--- config.mk ---
export PLATFORM = sky130hd
export DESIGN_NAME = radial_glare_overlay_core
export DESIGN_NICKNAME = d
export VERILOG_FILES = /design/src/rgo_pkg.sv /design/src/rgo_dist.sv /design/src/rgo_glare.sv /design/src/rgo_blend.sv /design/src/radial_glare_overlay_core.sv
export VERILOG_INCLUDE_DIRS = /design/src /design/src/src
export SDC_FILE = /design/constraint.sdc
export NUM_CORES = 2
export LEC_CHECK = 0
export BUFFER_PORTS_ARGS = -buffer_cell sky130_fd_sc_hd__buf_2
export CAP_MARGIN = 20
export CORE_ASPECT_RATIO = 1.2
export CORE_MARGIN = 2
export CORE_UTILIZATION = 46
export DETAILED_ROUTE_END_ITERATION = 7
export PLACE_DENSITY = 0.75
export SLEW_MARGIN = 20
export SYNTH_ARGS = -nofsm -noshare
export SYNTH_HDL_FRONTEND = slang
export SYNTH_SLANG_ARGS = --single-unit
--- constraint.sdc ---
create_clock -name clk -period 62.6 [get_ports clk]
set_clock_uncertainty 0.05 [all_clocks]
set_input_delay 3.13 -clock clk [delete_from_list [all_inputs] [get_ports clk]]
set_output_delay 3.13 -clock clk [all_outputs]
set_load 0.02 [all_outputs]
--- src/radial_glare_overlay_core_defines.svh ---
// assertion macros for the radial glare overlay core
`ifndef RADIAL_GLARE_OVERLAY_CORE_DEFINES_SVH
`define RADIAL_GLARE_OVERLAY_CORE_DEFINES_SVH
`ifndef SYNTH
// checked on every clock edge outside reset
`define RGO_ASSERT(label, prop) \
	label: assert property (@(posedge clk) disable iff (!arst_n) prop) \
	else $error("rgo assertion failed");
// checked on every clock edge, reset included
`define RGO_ASSERT_ALWAYS(label, prop) \
	label: assert property (@(posedge clk) prop) \
	else $error("rgo assertion failed");
`else
`define RGO_ASSERT(label, prop)
`define RGO_ASSERT_ALWAYS(label, prop)
`endif
`endif

--- src/rgo_pkg.sv ---
`timescale 1ns / 1ps
package rgo_pkg;
	// field widths
	localparam int COORD_W    = 12;
	localparam int RAD_W      = 16;
	localparam int RAD_FRAC   = 4;
	localparam int CHAN_W     = 8;
	localparam int TRANS_W    = 12;
	localparam int GLARE_W    = 8;
	localparam int CFG_IDX_W  = 3;
	localparam int CFG_DATA_W = 16;

	// distance arithmetic
	localparam int SQ_W       = 2 * COORD_W;
	localparam int SUM_W      = SQ_W + 1;
	localparam int RADICAND_W = ((SUM_W + 2 * RAD_FRAC + 1) / 2) * 2;
	localparam int ROOT_W     = RADICAND_W / 2;
	localparam int REM_W      = ROOT_W + 2;

	// glare division: numerator 510*(outer-d)+band, divisor 2*band
	localparam int NUM_W      = RAD_W + 9;
	localparam int DEN_W      = RAD_W + 1;
	localparam int PROD_W     = TRANS_W + GLARE_W;

	// register indexes
	localparam logic [CFG_IDX_W-1:0] REG_CENTER_COL   = 3'd0;
	localparam logic [CFG_IDX_W-1:0] REG_CENTER_ROW   = 3'd1;
	localparam logic [CFG_IDX_W-1:0] REG_INNER_RADIUS = 3'd2;
	localparam logic [CFG_IDX_W-1:0] REG_OUTER_RADIUS = 3'd3;
	localparam logic [CFG_IDX_W-1:0] REG_TRANSPARENCY = 3'd4;

	// glare region codes
	localparam logic [1:0] GL_ZERO = 2'd0;
	localparam logic [1:0] GL_FULL = 2'd1;
	localparam logic [1:0] GL_DIV  = 2'd2;

	localparam logic [GLARE_W-1:0] GLARE_MAX = '1;
	localparam logic [CHAN_W-1:0]  CHAN_MAX  = '1;

	typedef struct packed {
		logic [COORD_W-1:0] pixel_row;
		logic [COORD_W-1:0] pixel_col;
		logic [CHAN_W-1:0]  in_blue;
		logic [CHAN_W-1:0]  in_green;
		logic [CHAN_W-1:0]  in_red;
	} pix_in_t;

	typedef struct packed {
		logic [CHAN_W-1:0] out_blue;
		logic [CHAN_W-1:0] out_green;
		logic [CHAN_W-1:0] out_red;
	} pix_out_t;

	typedef struct packed {
		logic [CHAN_W-1:0] blue;
		logic [CHAN_W-1:0] green;
		logic [CHAN_W-1:0] red;
	} rgb_t;

	typedef struct packed {
		logic [COORD_W-1:0] center_col;
		logic [COORD_W-1:0] center_row;
		logic [RAD_W-1:0]   inner_radius;
		logic [RAD_W-1:0]   outer_radius;
		logic [TRANS_W-1:0] transparency;
	} cfg_t;

	typedef struct packed {
		logic [ROOT_W-1:0] distance;
		rgb_t              pix;
	} dist_item_t;

	typedef struct packed {
		logic [GLARE_W-1:0] glare;
		rgb_t               pix;
	} glare_item_t;
endpackage

--- src/rgo_dist.sv ---
`timescale 1ns / 1ps
`include "radial_glare_overlay_core_defines.svh"
module rgo_dist (
	input  logic                clk,
	input  logic                arst_n,
	input  logic                adv,
	input  rgo_pkg::cfg_t       cfg,
	input  logic                in_valid,
	input  rgo_pkg::pix_in_t    in_data,
	output logic                out_valid,
	output rgo_pkg::dist_item_t out_data
);
	import rgo_pkg::*;

	logic               vld_s1, vld_s2, vld_s3;
	logic [COORD_W-1:0] dx_s1, dy_s1;
	logic [SQ_W-1:0]    sqx_s2, sqy_s2;
	logic [RADICAND_W-1:0] rad_s3;
	rgb_t               pix_s1, pix_s2, pix_s3;
	logic [COORD_W-1:0] dx, dy;
	logic [SUM_W-1:0]   sum;

	// square root stages
	logic                  vld_sq  [ROOT_W];
	logic [REM_W-1:0]      rem_sq  [ROOT_W];
	logic [ROOT_W-1:0]     root_sq [ROOT_W];
	logic [RADICAND_W-1:0] rad_sq  [ROOT_W];
	rgb_t                  pix_sq  [ROOT_W];

	// absolute offsets from the center
	always_comb begin
		dx = (in_data.pixel_col >= cfg.center_col) ? in_data.pixel_col - cfg.center_col
			: cfg.center_col - in_data.pixel_col;
		dy = (in_data.pixel_row >= cfg.center_row) ? in_data.pixel_row - cfg.center_row
			: cfg.center_row - in_data.pixel_row;
		sum = SUM_W'(sqx_s2) + SUM_W'(sqy_s2);
	end

	// valid bits of the front stages
	always_ff @(posedge clk or negedge arst_n) begin
		if (!arst_n) begin
			vld_s1 <= 1'b0;
			vld_s2 <= 1'b0;
			vld_s3 <= 1'b0;
		end else if (adv) begin
			vld_s1 <= in_valid;
			vld_s2 <= vld_s1;
			vld_s3 <= vld_s2;
		end
	end

	// offsets, squares, scaled sum of squares
	always_ff @(posedge clk) begin
		if (adv) begin
			dx_s1  <= dx;
			dy_s1  <= dy;
			pix_s1 <= '{blue: in_data.in_blue, green: in_data.in_green, red: in_data.in_red};
			sqx_s2 <= dx_s1 * dx_s1;
			sqy_s2 <= dy_s1 * dy_s1;
			pix_s2 <= pix_s1;
			rad_s3 <= RADICAND_W'(sum) << (2 * RAD_FRAC);
			pix_s3 <= pix_s2;
		end
	end

	// one root bit per stage
	for (genvar k = 0; k < ROOT_W; k++) begin : g_sqrt
		logic [REM_W-1:0]      rem_in, cur, trial;
		logic [ROOT_W-1:0]     root_in;
		logic [RADICAND_W-1:0] rad_in;
		rgb_t                  pix_in;
		logic                  v_in, ge;

		if (k == 0) begin : g_first
			assign rem_in  = '0;
			assign root_in = '0;
			assign rad_in  = rad_s3;
			assign pix_in  = pix_s3;
			assign v_in    = vld_s3;
		end else begin : g_next
			assign rem_in  = rem_sq[k-1];
			assign root_in = root_sq[k-1];
			assign rad_in  = rad_sq[k-1];
			assign pix_in  = pix_sq[k-1];
			assign v_in    = vld_sq[k-1];
		end

		assign cur   = {rem_in[REM_W-3:0], rad_in[RADICAND_W-1-2*k -: 2]};
		assign trial = {root_in, 2'b01};
		assign ge    = cur >= trial;

		always_ff @(posedge clk or negedge arst_n) begin
			if (!arst_n) begin
				vld_sq[k] <= 1'b0;
			end else if (adv) begin
				vld_sq[k] <= v_in;
			end
		end

		always_ff @(posedge clk) begin
			if (adv) begin
				rem_sq[k]  <= ge ? cur - trial : cur;
				root_sq[k] <= {root_in[ROOT_W-2:0], ge};
				rad_sq[k]  <= rad_in;
				pix_sq[k]  <= pix_in;
			end
		end
	end

	assign out_valid         = vld_sq[ROOT_W-1];
	assign out_data.distance = root_sq[ROOT_W-1];
	assign out_data.pix      = pix_sq[ROOT_W-1];

	// remainder of a floor square root never exceeds twice the root
	`RGO_ASSERT(a_sqrt_rem, vld_sq[ROOT_W-1] |-> (rem_sq[ROOT_W-1] <= {1'b0, root_sq[ROOT_W-1], 1'b0}))
endmodule

--- src/rgo_glare.sv ---
`timescale 1ns / 1ps
`include "radial_glare_overlay_core_defines.svh"
module rgo_glare (
	input  logic                 clk,
	input  logic                 arst_n,
	input  logic                 adv,
	input  rgo_pkg::cfg_t        cfg,
	input  logic                 in_valid,
	input  rgo_pkg::dist_item_t  in_data,
	output logic                 out_valid,
	output rgo_pkg::glare_item_t out_data
);
	import rgo_pkg::*;

	logic             vld_s1;
	logic [1:0]       mode_s1;
	logic [NUM_W-1:0] num_s1;
	logic [DEN_W-1:0] den_s1;
	rgb_t             pix_s1;

	logic             far, near;
	logic [RAD_W-1:0] band, diff;
	logic [NUM_W-1:0] num;
	logic [1:0]       mode;

	// divider stages
	logic               vld_dv  [GLARE_W];
	logic [NUM_W-1:0]   rem_dv  [GLARE_W];
	logic [DEN_W-1:0]   den_dv  [GLARE_W];
	logic [GLARE_W-1:0] quo_dv  [GLARE_W];
	logic [1:0]         mode_dv [GLARE_W];
	rgb_t               pix_dv  [GLARE_W];

	// classify the distance against the band
	always_comb begin
		far  = in_data.distance > ROOT_W'(cfg.outer_radius);
		near = in_data.distance < ROOT_W'(cfg.inner_radius);
		band = cfg.outer_radius - cfg.inner_radius;
		diff = cfg.outer_radius - in_data.distance[RAD_W-1:0];
		num  = (NUM_W'(diff) << 9) - (NUM_W'(diff) << 1) + NUM_W'(band);
		if (far || (!near && band == '0)) begin
			mode = GL_ZERO;
		end else if (near) begin
			mode = GL_FULL;
		end else begin
			mode = GL_DIV;
		end
	end

	always_ff @(posedge clk or negedge arst_n) begin
		if (!arst_n) begin
			vld_s1 <= 1'b0;
		end else if (adv) begin
			vld_s1 <= in_valid;
		end
	end

	always_ff @(posedge clk) begin
		if (adv) begin
			mode_s1 <= mode;
			num_s1  <= num;
			den_s1  <= {band, 1'b0};
			pix_s1  <= in_data.pix;
		end
	end

	// restoring division, one quotient bit per stage, msb first
	for (genvar j = 0; j < GLARE_W; j++) begin : g_div
		logic [NUM_W-1:0]   rem_in, shifted;
		logic [DEN_W-1:0]   den_in;
		logic [GLARE_W-1:0] quo_in;
		logic [1:0]         mode_in;
		rgb_t               pix_in;
		logic               v_in, ge;

		if (j == 0) begin : g_first
			assign rem_in  = num_s1;
			assign den_in  = den_s1;
			assign quo_in  = '0;
			assign mode_in = mode_s1;
			assign pix_in  = pix_s1;
			assign v_in    = vld_s1;
		end else begin : g_next
			assign rem_in  = rem_dv[j-1];
			assign den_in  = den_dv[j-1];
			assign quo_in  = quo_dv[j-1];
			assign mode_in = mode_dv[j-1];
			assign pix_in  = pix_dv[j-1];
			assign v_in    = vld_dv[j-1];
		end

		assign shifted = NUM_W'(den_in) << (GLARE_W - 1 - j);
		assign ge      = rem_in >= shifted;

		always_ff @(posedge clk or negedge arst_n) begin
			if (!arst_n) begin
				vld_dv[j] <= 1'b0;
			end else if (adv) begin
				vld_dv[j] <= v_in;
			end
		end

		always_ff @(posedge clk) begin
			if (adv) begin
				rem_dv[j]  <= ge ? rem_in - shifted : rem_in;
				den_dv[j]  <= den_in;
				quo_dv[j]  <= {quo_in[GLARE_W-2:0], ge};
				mode_dv[j] <= mode_in;
				pix_dv[j]  <= pix_in;
			end
		end
	end

	// pick the glare for the region
	always_comb begin
		case (mode_dv[GLARE_W-1])
			GL_FULL: out_data.glare = GLARE_MAX;
			GL_DIV:  out_data.glare = quo_dv[GLARE_W-1];
			default: out_data.glare = '0;
		endcase
		out_data.pix = pix_dv[GLARE_W-1];
	end

	assign out_valid = vld_dv[GLARE_W-1];

	// the divide path only sees a nonempty band
	`RGO_ASSERT(a_den_nonzero, (vld_s1 && mode_s1 == GL_DIV) |-> (den_s1 != '0))
	// quotient is complete: remainder below the divisor
	`RGO_ASSERT(a_div_rem, (vld_dv[GLARE_W-1] && mode_dv[GLARE_W-1] == GL_DIV) |-> (rem_dv[GLARE_W-1] < NUM_W'(den_dv[GLARE_W-1])))
endmodule

--- src/rgo_blend.sv ---
`timescale 1ns / 1ps
module rgo_blend (
	input  logic                 clk,
	input  logic                 arst_n,
	input  logic                 adv,
	input  rgo_pkg::cfg_t        cfg,
	input  logic                 in_valid,
	input  rgo_pkg::glare_item_t in_data,
	output logic                 out_valid,
	output rgo_pkg::pix_out_t    out_data
);
	import rgo_pkg::*;

	localparam int ADD_W = PROD_W - 8 + 1;

	logic              vld_s1, vld_s2;
	logic [PROD_W-1:0] prod_s1;
	rgb_t              pix_s1;
	pix_out_t          res_s2;
	logic [ADD_W-1:0]  lift;

	function automatic logic [CHAN_W-1:0] sat_add(input logic [CHAN_W-1:0] p,
			input logic [ADD_W-1:0] a);
		logic [ADD_W:0] s;
		s = (ADD_W+1)'(p) + (ADD_W+1)'(a);
		return (s > (ADD_W+1)'(CHAN_MAX)) ? CHAN_MAX : s[CHAN_W-1:0];
	endfunction

	// rounded glare contribution
	assign lift = ADD_W'(((PROD_W+1)'(prod_s1) + (PROD_W+1)'(128)) >> 8);

	always_ff @(posedge clk or negedge arst_n) begin
		if (!arst_n) begin
			vld_s1 <= 1'b0;
			vld_s2 <= 1'b0;
		end else if (adv) begin
			vld_s1 <= in_valid;
			vld_s2 <= vld_s1;
		end
	end

	// weight, then add and saturate per channel
	always_ff @(posedge clk) begin
		if (adv) begin
			prod_s1          <= PROD_W'(cfg.transparency) * PROD_W'(in_data.glare);
			pix_s1           <= in_data.pix;
			res_s2.out_blue  <= sat_add(pix_s1.blue, lift);
			res_s2.out_green <= sat_add(pix_s1.green, lift);
			res_s2.out_red   <= sat_add(pix_s1.red, lift);
		end
	end

	assign out_valid = vld_s2;
	assign out_data  = res_s2;
endmodule

--- src/radial_glare_overlay_core.sv ---
`timescale 1ns / 1ps
// channel | handshake              | payload
// pixel   | pix_valid / pix_ready  | pix_data  (row, col, blue, green, red)
// result  | res_valid / res_ready  | res_data  (blue, green, red)
// config  | cfg_wr_en              | cfg_addr, cfg_wdata
//
// one pixel per cycle while the output buffer has room; 20 distance/root stages, 9 glare/divide
// stages, 2 blend stages, 1 output buffer
// the pipeline moves as one while the two-entry output buffer has room
// reset clears valid bits, buffer pointers and configuration registers (all zero)
// a stalled result holds in the buffer; nothing is dropped or repeated
`include "radial_glare_overlay_core_defines.svh"
module radial_glare_overlay_core (
	input  logic                             clk,
	input  logic                             arst_n,
	input  logic                             pix_valid,
	output logic                             pix_ready,
	input  rgo_pkg::pix_in_t                 pix_data,
	output logic                             res_valid,
	input  logic                             res_ready,
	output rgo_pkg::pix_out_t                res_data,
	input  logic                             cfg_wr_en,
	input  logic [rgo_pkg::CFG_IDX_W-1:0]    cfg_addr,
	input  logic [rgo_pkg::CFG_DATA_W-1:0]   cfg_wdata
);
	import rgo_pkg::*;

	cfg_t        cfg_q;
	logic        adv;
	logic        dist_valid, glare_valid, blend_valid;
	dist_item_t  dist_item;
	glare_item_t glare_item;
	pix_out_t    blend_item;
	pix_out_t    buf_q [2];
	logic        wr_q, rd_q;
	logic [1:0]  cnt_q;
	logic        push, pop;

	// configuration registers
	always_ff @(posedge clk or negedge arst_n) begin
		if (!arst_n) begin
			cfg_q <= '0;
		end else if (cfg_wr_en) begin
			unique case (cfg_addr)
				REG_CENTER_COL:   cfg_q.center_col   <= cfg_wdata[COORD_W-1:0];
				REG_CENTER_ROW:   cfg_q.center_row   <= cfg_wdata[COORD_W-1:0];
				REG_INNER_RADIUS: cfg_q.inner_radius <= cfg_wdata[RAD_W-1:0];
				REG_OUTER_RADIUS: cfg_q.outer_radius <= cfg_wdata[RAD_W-1:0];
				REG_TRANSPARENCY: cfg_q.transparency <= cfg_wdata[TRANS_W-1:0];
				default: ;
			endcase
		end
	end

	assign adv       = cnt_q != 2'd2;
	assign pix_ready = adv;

	rgo_dist u_dist (
		.clk       (clk),
		.arst_n    (arst_n),
		.adv       (adv),
		.cfg       (cfg_q),
		.in_valid  (pix_valid),
		.in_data   (pix_data),
		.out_valid (dist_valid),
		.out_data  (dist_item)
	);

	rgo_glare u_glare (
		.clk       (clk),
		.arst_n    (arst_n),
		.adv       (adv),
		.cfg       (cfg_q),
		.in_valid  (dist_valid),
		.in_data   (dist_item),
		.out_valid (glare_valid),
		.out_data  (glare_item)
	);

	rgo_blend u_blend (
		.clk       (clk),
		.arst_n    (arst_n),
		.adv       (adv),
		.cfg       (cfg_q),
		.in_valid  (glare_valid),
		.in_data   (glare_item),
		.out_valid (blend_valid),
		.out_data  (blend_item)
	);

	// two-entry output buffer
	assign push      = blend_valid && adv;
	assign pop       = res_valid && res_ready;
	assign res_valid = cnt_q != 2'd0;
	assign res_data  = buf_q[rd_q];

	always_ff @(posedge clk or negedge arst_n) begin
		if (!arst_n) begin
			wr_q  <= 1'b0;
			rd_q  <= 1'b0;
			cnt_q <= 2'd0;
		end else begin
			if (push) begin
				wr_q <= !wr_q;
			end
			if (pop) begin
				rd_q <= !rd_q;
			end
			cnt_q <= cnt_q + 2'(push) - 2'(pop);
		end
	end

	always_ff @(posedge clk) begin
		if (push) begin
			buf_q[wr_q] <= blend_item;
		end
	end

	// buffer never overfills
	`RGO_ASSERT(a_buf_cnt, cnt_q <= 2'd2)
	// a full buffer halts the pipeline
	`RGO_ASSERT(a_full_stall, (cnt_q == 2'd2) |-> !push)
endmodule

==> out/qor.txt <==
Syn avg cell area: 13.3 um^2
Synth top area share: 0.578
Starting DRT DRC Count: 3727
Fillcell total: 16800
Vias in the first global route: 54300
Pre-antenna DRT Iters: 5
Global Route Usage Sum: 0.167
RSZ-0062 raised after global routing: no
Highest clock rate: 163 MHz
Total Routed Length: 176000 um
Crit start category: flip-flop
Final setup TNS: 0 ns
Clk slew on worst S/H paths: 0.06 ns
CTS Buffer Depth: 3
Die Span Y: 502 um
Detail Placement HPWL: 126000 um
Number of synthesized flops with an enable pin: 1830
Vias per cell: 5.20
Post-DRT Antenna Nets: 0
Worst Hold Class: flip-flop to flip-flop
Hold Slack: 0.351 ns
Most frequently used flop master after synthesis: edfxtp_1
Max Slew Vio Count: 0
Synth Cell Area: 0.0951 mm^2
Post-layout minimum cycle time: 6.12 ns
Crit path max-delay family: adder cells
Initial antenna violation count: 12
CTS Buf Count: 187
Gr ovfl total: 0
Number of remaining DRC errors: 0
Fin cells: 10300
Arrival time of the worst setup path: 6.67 ns
RePlAce Congestion: 0.888
Crit end category: flip-flop
Nets: 8321
Global-route wire length before repair: 282000 um
Die area: 0.210 mm^2
Layout cells sized above 1: 0.0831
Die W: 419 um
Synth top area cells: edfxtp_1, ha_1, fa_1, inv_1, dfrtp_1
Synth unique cells: 89
H-tree levels: 4
Post-CTS setup buffer count: 0
Io pins: 98
Data required, critical path: 63.15 ns
Core area: 0.205 mm^2
TritonCTS clock tree: done
CTS Sinks: 1933
Post-CTS Hold Buffers: 0
CP max stage cell: edfxtp_1
Slew @ Worst Pin: 1.12 ns
Final Cycle Share: 0.0977
Register area: 0.0575 mm^2
Area taken by multi-input logic gates: 0.0337 mm^2
Final setup violation count: 0
Area post-placement: 0.0989 mm^2
Synth Net Count: 8112
CP Buf/Inv Count: 6
Largest area contributor in the netlist: edfxtp_1
Clock root buffer: clkbuf_16
Inst Count DP: 9943
Post-synth ARST share: 0.0533
Cells after Synth: 7164
CP Max Fanout: 14
Post-CTS sizing: 0
Critical path class: flip-flop to flip-flop
Design area: 0.105 mm^2
Largest net degree at the start of global routing: 192
Synthesis Warnings: 0
Slowest Stage Delay on Critical Path: 0.73 ns
P&R area growth vs syn: 10.7%
Critical Path Most Common Cell: inv_1
Port Buffers: 97
Final hold vios: 0
Wire per inst: 17.1 um
Relative slew slack: 0.256
Initial Util: 0.464
Clk_lat worst skew: 0.84 ns
Max Cap Violations: 0
Status: complete, no violations
Seq/Total Area, Yosys: 0.605
Worst-path cell chain: and2_1 > inv_1 > fa_1 > inv_1 > fa_1 > inv_1 > fa_1 > inv_1 > fa_1 > inv_1 > fa_1 > inv_1 > ha_1 > a21o_1 > a21oi_1 > a2bb2oi_1 > o211ai_1 > a31oi_1 > nor2b_1 > o21ai_0 > nor2b_1 > xnor2_1
Number of placement rows: 182
Vias post-DR: 53500
Number of synthesized register bits: 1933
==> stage by stage <==
| stage | worst slack (ns) | utilization |
|---|---|---|
| finish | 56.48 | 0.513 |
| global route | 56.07 | 0.513 |
| CTS | 56.45 | 0.513 |
| detailed placement | 56.10 | 0.482 |
| global placement | 56.06 | 0.482 |
| floorplan | 4.03 | - |
==> cells by family after synthesis <==
group | after synthesis | synth area share
mux | 177 | 0.0209
compound gates | 1189 | 0.0781
xor+xnor | 422 | 0.0390
fa+ha+maj | 876 | 0.135
other cells | 1 | 0.0000394
flops | 1933 | 0.605
simple gates | 1536 | 0.0812
buf+inv | 1030 | 0.0411
==> layer usage <==
layer,up-vias,GRT usage,share of wire
met3,351,0.0240,0.037
met2,972,0.297,0.51
met5,-,0,0.00030
met1,26200,0.206,0.42
li1,26000,-,-
met4,8,0.0634,0.036
==> cell type report <==
cell class / instances / share of cell area
flip-flops and latches: 1933 / 0.546
multi-input cells: 4201 / 0.320
clock buffers: 216 / 0.0460
well taps: 2760 / 0.0328
inverters: 916 / 0.0326
clock inverters: 131 / 0.0142
repair buffers: 134 / 0.00792
diodes: 4 / 0.0000950
==> sequential cells by signal (all words and copies together) (netlist names), 48 cells and up <==
name / cells
buf_q: 48
cfg_q: 68
u_dist.pix_sq: 408
u_dist.rad_sq: 171
u_dist.rem_sq: 247
u_dist.root_sq: 138
u_glare.den_dv: 105
u_glare.pix_dv: 192
u_glare.rem_dv: 175
==> layout by cell type (no fill, tap or decap), drive strengths merged, types with 76 or more instances in the layout <==
cell / Yosys / layout
nor3: 129 / 129
nor2b: 84 / 84
dfrtp: 103 / 103
a21oi: 343 / 343
xnor2: 265 / 265
a21o: 124 / 124
nand2b: 76 / 76
clkbuf: 95 / 216
edfxtp: 1830 / 1830
o21ai: 335 / 335
ha: 628 / 628
and2: 154 / 154
nand2: 414 / 414
inv: 915 / 924
mux2: 150 / 150
fa: 248 / 248
o21a: 86 / 86
xor2: 156 / 156
buf: 19 / 134
nor2: 318 / 318
clkinv: 1 / 89
==> cells in the mapped netlist (103+ instances only) <==
cell type / instances
nor3_1: 129
xnor2_1: 265
and2_1: 154
inv_1: 915
a21oi_1: 341
ha_1: 628
fa_1: 248
dfrtp_1: 103
o21ai_0: 322
xor2_1: 156
edfxtp_1: 1830
nand2_1: 414
mux2_2: 139
a21o_1: 124
nor2_1: 318
==> path summary, 6_finish.rpt <==
check,start,endpoint,slack [ns],depth (start not counted)
worst max-delay path,u_dist.dx_s1[2],u_dist.sqx_s2[21],56.48,22
worst min-delay path,u_glare.pix_dv[2][16],u_glare.pix_dv[3][16],0.35,0
worst max register to register,u_dist.dx_s1[2],u_dist.sqx_s2[21],56.48,22
worst min register to register,u_glare.pix_dv[2][16],u_glare.pix_dv[3][16],0.35,0
max in group asynchronous,arst_n,cfg_q[22],59.04,2
min in group asynchronous,arst_n,cfg_q[11],2.33,1
Power is left out: the tool's default activity adds up to more than one toggle a clock period on the data nets, which glitch-free logic cannot reach.
